## config.mk

```make
export PLATFORM = sky130hd
export DESIGN_NAME = compact_size_varint_codec
export DESIGN_NICKNAME = d
export VERILOG_FILES = /design/src/hw/rtl/cszv_pkg.sv /design/src/hw/rtl/cszv_front.sv /design/src/hw/rtl/cszv_queue.sv /design/src/hw/rtl/cszv_back.sv /design/src/hw/rtl/compact_size_varint_codec.sv
export SDC_FILE = /design/constraint.sdc
export NUM_CORES = 1
export LEC_CHECK = 0
export BUFFER_PORTS_ARGS = -buffer_cell sky130_fd_sc_hd__buf_2
export CORE_MARGIN = 10
export CORE_UTILIZATION = 64
export DETAILED_ROUTE_END_ITERATION = 8
export PLACE_DENSITY = 0.89
export SETUP_SLACK_MARGIN = 0.3
export SYNTH_ARGS = -nofsm -noshare
export SYNTH_HDL_FRONTEND = slang
export SYNTH_HIERARCHICAL = 1
export SYNTH_SLANG_ARGS = --single-unit
```

## constraint.sdc

```tcl
create_clock -name clk -period 11.3 [get_ports clk]
set_input_delay 1.695 -clock clk [delete_from_list [all_inputs] [get_ports clk]]
set_output_delay 1.695 -clock clk [all_outputs]
set_load 0.02 [all_outputs]
```

## src/hw/rtl/cszv_pkg.sv

```systemverilog
// ----------------------------------------------------------------------------
// cszv_pkg
// shared types and constants of the compactsize varint codec
// ----------------------------------------------------------------------------
package cszv_pkg;

    localparam logic CMD_ENCODE = 1'b0;
    localparam logic CMD_DECODE = 1'b1;

    localparam logic [1:0] KIND_BYTE  = 2'd0;
    localparam logic [1:0] KIND_VALUE = 2'd1;
    localparam logic [1:0] KIND_ERROR = 2'd2;

    localparam logic [7:0] MARK_16 = 8'hfd;
    localparam logic [7:0] MARK_32 = 8'hfe;
    localparam logic [7:0] MARK_64 = 8'hff;

    // total bytes of one encoded value, marker included
    localparam logic [3:0] LEN_1 = 4'd1;
    localparam logic [3:0] LEN_3 = 4'd3;
    localparam logic [3:0] LEN_5 = 4'd5;
    localparam logic [3:0] LEN_9 = 4'd9;

    // payload bytes after a marker
    localparam logic [3:0] GATHER_16 = 4'd2;
    localparam logic [3:0] GATHER_32 = 4'd4;
    localparam logic [3:0] GATHER_64 = 4'd8;

    typedef struct packed {
        logic [1:0]  kind;
        logic [3:0]  len;
        logic [63:0] payload;
    } entry_t;

endpackage

```

## src/hw/rtl/cszv_front.sv

```systemverilog
// ----------------------------------------------------------------------------
// cszv_front
// accepts items, sizes encode values and runs the byte-wise decoder
// ----------------------------------------------------------------------------
module cszv_front
(
    input  logic            clk,
    input  logic            rst_n,
    input  logic            accept,
    input  logic            command,
    input  logic [63:0]     value_in,
    input  logic [7:0]      byte_in,
    input  logic            stream_end,
    output logic            push,
    output cszv_pkg::entry_t push_entry
);
    import cszv_pkg::*;

    logic        busy_reg, busy_next;
    logic [3:0]  left_reg, left_next;
    logic [2:0]  pos_reg, pos_next;
    logic [63:0] gath_reg, gath_next;

    logic [63:0] merged;
    logic [3:0]  left_dec;
    logic [3:0]  enc_len;
    logic [3:0]  gather_len;

    assign merged   = gath_reg | ({56'd0, byte_in} << {pos_reg, 3'b000});
    assign left_dec = left_reg - 4'd1;

    always_comb
    begin
        priority if (value_in < 64'(MARK_16))
            enc_len = LEN_1;
        else if (value_in[63:16] == 48'd0)
            enc_len = LEN_3;
        else if (value_in[63:32] == 32'd0)
            enc_len = LEN_5;
        else
            enc_len = LEN_9;
    end

    always_comb
    begin
        unique case (byte_in)
            MARK_16: gather_len = GATHER_16;
            MARK_32: gather_len = GATHER_32;
            default: gather_len = GATHER_64;
        endcase
    end

    always_comb
    begin
        busy_next          = busy_reg;
        left_next          = left_reg;
        pos_next           = pos_reg;
        gath_next          = gath_reg;
        push               = 1'b0;
        push_entry.kind    = KIND_BYTE;
        push_entry.len     = LEN_1;
        push_entry.payload = 64'd0;
        if (accept)
        begin
            if (command == CMD_ENCODE)
            begin
                push               = 1'b1;
                push_entry.len     = enc_len;
                push_entry.payload = value_in;
            end
            else if (!busy_reg)
            begin
                if (byte_in < MARK_16)
                begin
                    push               = 1'b1;
                    push_entry.kind    = KIND_VALUE;
                    push_entry.payload = {56'd0, byte_in};
                end
                else if (stream_end)
                begin
                    push            = 1'b1;
                    push_entry.kind = KIND_ERROR;
                end
                else
                begin
                    busy_next = 1'b1;
                    left_next = gather_len;
                    pos_next  = 3'd0;
                    gath_next = 64'd0;
                end
            end
            else
            begin
                if (left_dec == 4'd0)
                begin
                    push               = 1'b1;
                    push_entry.kind    = KIND_VALUE;
                    push_entry.payload = merged;
                    busy_next          = 1'b0;
                    left_next          = 4'd0;
                    pos_next           = 3'd0;
                    gath_next          = 64'd0;
                end
                else if (stream_end)
                begin
                    // value cut short by the end of the buffer
                    push            = 1'b1;
                    push_entry.kind = KIND_ERROR;
                    busy_next       = 1'b0;
                    left_next       = 4'd0;
                    pos_next        = 3'd0;
                    gath_next       = 64'd0;
                end
                else
                begin
                    left_next = left_dec;
                    pos_next  = pos_reg + 3'd1;
                    gath_next = merged;
                end
            end
        end
    end

    always_ff @(posedge clk or negedge rst_n)
    begin
        if (!rst_n)
        begin
            busy_reg <= 1'b0;
            left_reg <= 4'd0;
            pos_reg  <= 3'd0;
            gath_reg <= 64'd0;
        end
        else
        begin
            busy_reg <= busy_next;
            left_reg <= left_next;
            pos_reg  <= pos_next;
            gath_reg <= gath_next;
        end
    end

endmodule

```

## src/hw/rtl/cszv_queue.sv

```systemverilog
// ----------------------------------------------------------------------------
// cszv_queue
// short fifo of work entries between front and back
// ----------------------------------------------------------------------------
module cszv_queue
#(
    parameter int DEPTH = 4
)
(
    input  logic             clk,
    input  logic             rst_n,
    input  logic             push,
    input  cszv_pkg::entry_t push_entry,
    input  logic             pop,
    output cszv_pkg::entry_t head,
    output logic             empty,
    output logic             full
);
    import cszv_pkg::*;

    localparam int PTR_W = (DEPTH > 1) ? $clog2(DEPTH) : 1;
    localparam int CNT_W = $clog2(DEPTH + 1);
    localparam logic [PTR_W-1:0] LAST_PTR = PTR_W'(DEPTH - 1);
    localparam logic [CNT_W-1:0] FULL_CNT = CNT_W'(DEPTH);

    entry_t            mem_reg [DEPTH];
    logic [PTR_W-1:0]  wr_ptr_reg, wr_ptr_next;
    logic [PTR_W-1:0]  rd_ptr_reg, rd_ptr_next;
    logic [CNT_W-1:0]  count_reg, count_next;
    logic              do_push, do_pop;

    assign empty   = (count_reg == '0);
    assign full    = (count_reg == FULL_CNT);
    assign do_push = push && !full;
    assign do_pop  = pop && !empty;
    assign head    = mem_reg[rd_ptr_reg];

    always_comb
    begin
        wr_ptr_next = wr_ptr_reg;
        rd_ptr_next = rd_ptr_reg;
        count_next  = count_reg;
        if (do_push)
            wr_ptr_next = (wr_ptr_reg == LAST_PTR) ? '0 : wr_ptr_reg + PTR_W'(1);
        if (do_pop)
            rd_ptr_next = (rd_ptr_reg == LAST_PTR) ? '0 : rd_ptr_reg + PTR_W'(1);
        if (do_push && !do_pop)
            count_next = count_reg + CNT_W'(1);
        else if (do_pop && !do_push)
            count_next = count_reg - CNT_W'(1);
    end

    always_ff @(posedge clk)
    begin
        if (do_push)
            mem_reg[wr_ptr_reg] <= push_entry;
    end

    always_ff @(posedge clk or negedge rst_n)
    begin
        if (!rst_n)
        begin
            wr_ptr_reg <= '0;
            rd_ptr_reg <= '0;
            count_reg  <= '0;
        end
        else
        begin
            wr_ptr_reg <= wr_ptr_next;
            rd_ptr_reg <= rd_ptr_next;
            count_reg  <= count_next;
        end
    end

endmodule

```

## src/hw/rtl/cszv_back.sv

```systemverilog
// ----------------------------------------------------------------------------
// cszv_back
// queue entries to registered result items, one per cycle when not stalled
// ----------------------------------------------------------------------------
module cszv_back
(
    input  logic             clk,
    input  logic             rst_n,
    input  cszv_pkg::entry_t head,
    input  logic             empty,
    output logic             pop,
    output logic             m_tvalid,
    input  logic             m_tready,
    output logic [71:0]      m_tdata,
    output logic             m_tlast,
    output logic [1:0]       m_tuser
);
    import cszv_pkg::*;

    logic        valid_reg, valid_next;
    logic [3:0]  idx_reg, idx_next;
    logic [71:0] data_reg;
    logic        last_reg;
    logic [1:0]  kind_reg;

    logic        load, advance, is_last;
    logic [2:0]  sel;
    logic [7:0]  marker, enc_byte;
    logic [71:0] data_new;

    assign load    = !valid_reg || m_tready;
    assign advance = !empty && load;
    assign is_last = (idx_reg == head.len - 4'd1);
    assign pop     = advance && is_last;
    assign sel     = idx_reg[2:0] - 3'd1;

    always_comb
    begin
        unique case (head.len)
            LEN_3:   marker = MARK_16;
            LEN_5:   marker = MARK_32;
            default: marker = MARK_64;
        endcase
    end

    always_comb
    begin
        // byte zero is the marker unless the value fits one byte
        if (idx_reg == 4'd0)
            enc_byte = (head.len == LEN_1) ? head.payload[7:0] : marker;
        else
            enc_byte = head.payload[{sel, 3'b000} +: 8];
    end

    assign data_new = (head.kind == KIND_BYTE) ? {64'd0, enc_byte}
                                               : {head.payload, 8'd0};

    always_comb
    begin
        idx_next   = idx_reg;
        valid_next = valid_reg;
        if (load)
            valid_next = !empty;
        if (advance)
            idx_next = is_last ? 4'd0 : idx_reg + 4'd1;
    end

    always_ff @(posedge clk)
    begin
        if (advance)
        begin
            data_reg <= data_new;
            last_reg <= is_last;
            kind_reg <= head.kind;
        end
    end

    always_ff @(posedge clk or negedge rst_n)
    begin
        if (!rst_n)
        begin
            valid_reg <= 1'b0;
            idx_reg   <= 4'd0;
        end
        else
        begin
            valid_reg <= valid_next;
            idx_reg   <= idx_next;
        end
    end

    assign m_tvalid = valid_reg;
    assign m_tdata  = data_reg;
    assign m_tlast  = last_reg;
    assign m_tuser  = kind_reg;

endmodule

```

## src/hw/rtl/compact_size_varint_codec.sv

```systemverilog
// ----------------------------------------------------------------------------
// compact_size_varint_codec
// compactsize varint encoder and byte-wise decoder
// ----------------------------------------------------------------------------
// path: an accepted item is written into the queue, then loaded into the output register
// throughput: one result item per cycle at the output register, unless stalled;
//   a decode item gives at most one, an encode item one per byte (1, 3, 5 or 9)
// reset: asynchronous, clears the decoder state, the queue and the output valid
// ----------------------------------------------------------------------------
module compact_size_varint_codec
#(
    parameter int QUEUE_DEPTH = 4
)
(
    input  logic        clk,
    input  logic        rst_n,
    input  logic        s_tvalid,
    output logic        s_tready,
    input  logic [71:0] s_tdata,   // value_in [63:0], byte_in [71:64]
    input  logic        s_tlast,   // stream_end
    input  logic [0:0]  s_tuser,   // command
    output logic        m_tvalid,
    input  logic        m_tready,
    output logic [71:0] m_tdata,   // byte_out [7:0], value_out [71:8]
    output logic        m_tlast,   // last
    output logic [1:0]  m_tuser    // kind
);
    import cszv_pkg::*;

    logic   accept;
    logic   q_push, q_pop, q_empty, q_full;
    entry_t q_in, q_head;

    assign s_tready = !q_full;
    assign accept   = s_tvalid && s_tready;

    cszv_front u_front
    (
        .clk        (clk),
        .rst_n      (rst_n),
        .accept     (accept),
        .command    (s_tuser[0]),
        .value_in   (s_tdata[63:0]),
        .byte_in    (s_tdata[71:64]),
        .stream_end (s_tlast),
        .push       (q_push),
        .push_entry (q_in)
    );

    cszv_queue #(.DEPTH(QUEUE_DEPTH)) u_queue
    (
        .clk        (clk),
        .rst_n      (rst_n),
        .push       (q_push),
        .push_entry (q_in),
        .pop        (q_pop),
        .head       (q_head),
        .empty      (q_empty),
        .full       (q_full)
    );

    cszv_back u_back
    (
        .clk      (clk),
        .rst_n    (rst_n),
        .head     (q_head),
        .empty    (q_empty),
        .pop      (q_pop),
        .m_tvalid (m_tvalid),
        .m_tready (m_tready),
        .m_tdata  (m_tdata),
        .m_tlast  (m_tlast),
        .m_tuser  (m_tuser)
    );

    a_push_room: assert property (@(posedge clk) disable iff (!rst_n)
        q_push |-> !q_full)
        else $error("push into full queue");

    a_pop_data: assert property (@(posedge clk) disable iff (!rst_n)
        q_pop |-> !q_empty)
        else $error("pop from empty queue");

    a_error_shape: assert property (@(posedge clk) disable iff (!rst_n)
        (m_tvalid && m_tuser == KIND_ERROR) |-> (m_tlast && m_tdata == 72'd0))
        else $error("error item not last or not zero");

    a_value_last: assert property (@(posedge clk) disable iff (!rst_n)
        (m_tvalid && m_tuser == KIND_VALUE) |-> (m_tlast && m_tdata[7:0] == 8'd0))
        else $error("decoded value item malformed");

endmodule
```

==> impl_metrics.tcl <==
set metrics [dict create \
    cp_cell_sequence "buf_4 > mux4_2 > inv_1 > ha_1 > xor2_1 > nand3_2 > nor3_4 > o31ai_2 > ha_1 > inv_1 > fa_1 > mux2_2" \
    skew_ns 0.0140 \
    ant_nets 0 \
    yosysTopAreaCellShare 0.565 \
    hold_class "reg2reg" \
    path_max_fanout 42 \
    maxCapViolations 0 \
    worst-setup-path-type "reg2reg" \
    nets 1425 \
    p_seq_frac 0.432 \
    syn_nets 1306 \
    switching_share 0.357 \
    vias 12085 \
    ys.flop_type "edfxtp_1" \
    start_util 0.652 \
    area_growth_pct 11.1 \
    cts_resized 0 \
    yosysWarnings 6 \
    synth-edff-count 355 \
    irDropWorstVdd_mv 0.168 \
    cts_tree "done" \
    drcViolationCount 0 \
    die_w_um 192 \
    power.density_nw_per_um2 283 \
    die_h_um 192 \
    dieArea_um2 36800 \
    clockBufferDepth 3 \
    fmax_ghz 0.210 \
    arrival_ns 5.18 \
    syn_area_um2 18900 \
    htree_levels 2 \
    postCtsSetupBuffers 0 \
    yosysUniqueCellTypes 68 \
    drive_above_1_share 0.244 \
    numPlacedInstances 1672 \
    coreArea_um2 28900 \
    yosys.area.top_type "edfxtp_1" \
    p_comb_frac 0.347 \
    p_int_w 0.00382 \
    avgSynthCellArea_um2 15.6 \
    clockRootBuffer "clkbuf_16" \
    worstSetupStartpointType "register" \
    fp-row-count 62 \
    max_stage_delay_ns 0.86 \
    track_usage 0.267 \
    grt_pass1_vias 11670 \
    numCtsBuffers 42 \
    grt_setup_unrepaired "no" \
    clk_latency_ns 0.54 \
    grt_max_degree 85 \
    yosys-top-cells-area "edfxtp_1 (56%), dfrtp_1 (11%), mux4_2 (8.9%)" \
    slew_violations 0 \
    yosysSeqAreaShare 0.676 \
    setup_viol 0 \
    syn-instance-count 1213 \
    setup_tns_ns 0 \
    drt_iter0_markers 2487 \
    cts_num_sinks 439 \
    finalHoldViolations 0 \
    io_pins 155 \
    worst_ep_required_time_ns 11.72 \
    hold_buffers 0 \
    routed_wl_um 49300 \
    dp_slack_ns 6.39 \
    grt_pass1_wl_um 73700 \
    pwr-share-clk 0.221 \
    power.switching_w 0.00212 \
    routedWlPerCell_um 28.2 \
    gr-total-overflow 0 \
    gp_congestion 0.896 \
    cp-end-kind "register" \
    period_needed_ns 4.76 \
    utilization 0.725 \
    drt_first_pass_iters 6 \
    tightest_slew_ns 1.20 \
    synth-seq-cells 439 \
    antenna_found_initial 3 \
    whs_ns 0.502 \
    p_leak_nw 7.64 \
    status "finished clean" \
    slew_headroom 0.194 \
    hpwl_um 31900 \
    port_buffers 154 \
    crit_slowest_cell "dfrtp_4" \
    min_period_over_period 0.421 \
    async_reset_ff_frac 0.191 \
    final_cells 1748 \
    fin_ws_ns 6.54 \
    vias_per_cell 6.91 \
    largest_reg_flops 280 \
    clk_pin_slew_worst_paths_ns 0.06 \
]
power groups by stage:
stage	logic [W]	clock network, W	registers, W
after floorplan	0.00131	0	0.00265
after global placement	0.00193	0	0.00254
after detailed placement	0.00199	0	0.00258
after CTS	0.00204	0.00133	0.00256
after global routing	0.00218	0.00139	0.00261
final	0.00206	0.00132	0.00257
critical path: cells and delay by family, from the launching register on:
kind,cells,cell delay (ns)
and+or+nand+nor,2,0.41
buffers and inverters,3,0.98
AOI/OAI and AO/OA,1,0.16
muxes,2,0.98
DFF,1,0.86
xor gates and xnor gates,1,0.23
adders and majority gates,3,0.99
layout make-up:
class	count	area, um2
Tap cell	384	480
Multi-Input combinational cell	666	5510
Fill cell	1649	7970
Clock inverter	20	155
Antenna cell	2	5.00
Inverter	14	52.6
Sequential cell	439	12800
Clock buffer	54	1120
Timing Repair Buffer	169	886
Yosys cell counts (8+ instances only):
| cell | instances |
|---|---|
| clkbuf_1 | 41 |
| nand3_1 | 9 |
| nor4_1 | 15 |
| mux4_1 | 10 |
| buf_12 | 8 |
| edfxtp_1 | 355 |
| buf_2 | 27 |
| a41oi_1 | 48 |
| inv_1 | 14 |
| dfrtp_1 | 84 |
| a21oi_1 | 63 |
| a31oi_1 | 18 |
| nor2b_1 | 69 |
| mux4_2 | 75 |
| nor2_1 | 84 |
| buf_6 | 8 |
| ha_1 | 14 |
| o22ai_1 | 8 |
| nand2_1 | 75 |
| o21ai_0 | 67 |
| and2_1 | 12 |
| nor3_1 | 12 |
worst paths after layout:
kind                                             from               endpoint  slack (ns)  cells after the start
worst min register to register    u_front/gath_reg[0]    u_front/gath_reg[0]        0.50                      2
worst min-delay path              u_front/gath_reg[0]    u_front/gath_reg[0]        0.50                      2
worst max-delay path            u_queue/rd_ptr_reg[0]   u_queue/count_reg[1]        6.54                     12
worst max register to register  u_queue/rd_ptr_reg[0]   u_queue/count_reg[1]        6.54                     12
min in group asynchronous                       rst_n   u_front/gath_reg[34]        1.34                      1
max in group asynchronous                       rst_n  u_queue/rd_ptr_reg[0]        9.11                      1
layer usage:
metal	track usage	wire length (um)	vias up
met3	0.0481	5920	159
met4	0.106	2240	0
met1	0.369	18000	5935
li1	-	-	4968
met5	0	0	-
met2	0.417	23200	1023
placed cells by master, fill, tap and decap left out, types with 13 or more instances in the layout:
cell | netlist | routed
a21oi_1 | 63 | 63
a31oi_1 | 18 | 18
a41oi_1 | 48 | 48
buf_2 | 27 | 153
buf_4 | 6 | 16
clkbuf_16 | 0 | 43
dfrtp_1 | 84 | 82
edfxtp_1 | 355 | 355
ha_1 | 14 | 14
inv_1 | 14 | 13
mux4_2 | 75 | 75
nand2_1 | 75 | 75
nor2_1 | 84 | 82
nor2b_1 | 69 | 68
nor4_1 | 15 | 15
o21ai_0 | 67 | 67
logic make-up (layout without fill, tap and decap cells):
kind of cell | count (synthesis) | after routing | share of synthesized area
DFF | 439 | 439 | 0.676
muxes | 94 | 94 | 0.109
adders and majority gates | 15 | 15 | 0.0103
and+or+nand+nor | 311 | 311 | 0.0840
xor gates and xnor gates | 8 | 8 | 0.00484
AOI/OAI and AO/OA | 237 | 237 | 0.0811
other | 1 | 3 | 0.000199
buffers and inverters | 108 | 257 | 0.0346
stage by stage:
step | cell area (um2) | total power [W]
2_1_floorplan | 18900 | 0.00396
3_3_place_gp | 19700 | 0.00447
3_5_place_dp | 19700 | 0.00457
4_1_cts | 21000 | 0.00593
5_1_grt | 21000 | 0.00617
6_report | 21000 | 0.00594
Note: power is estimated with default switching activity, not from simulation.
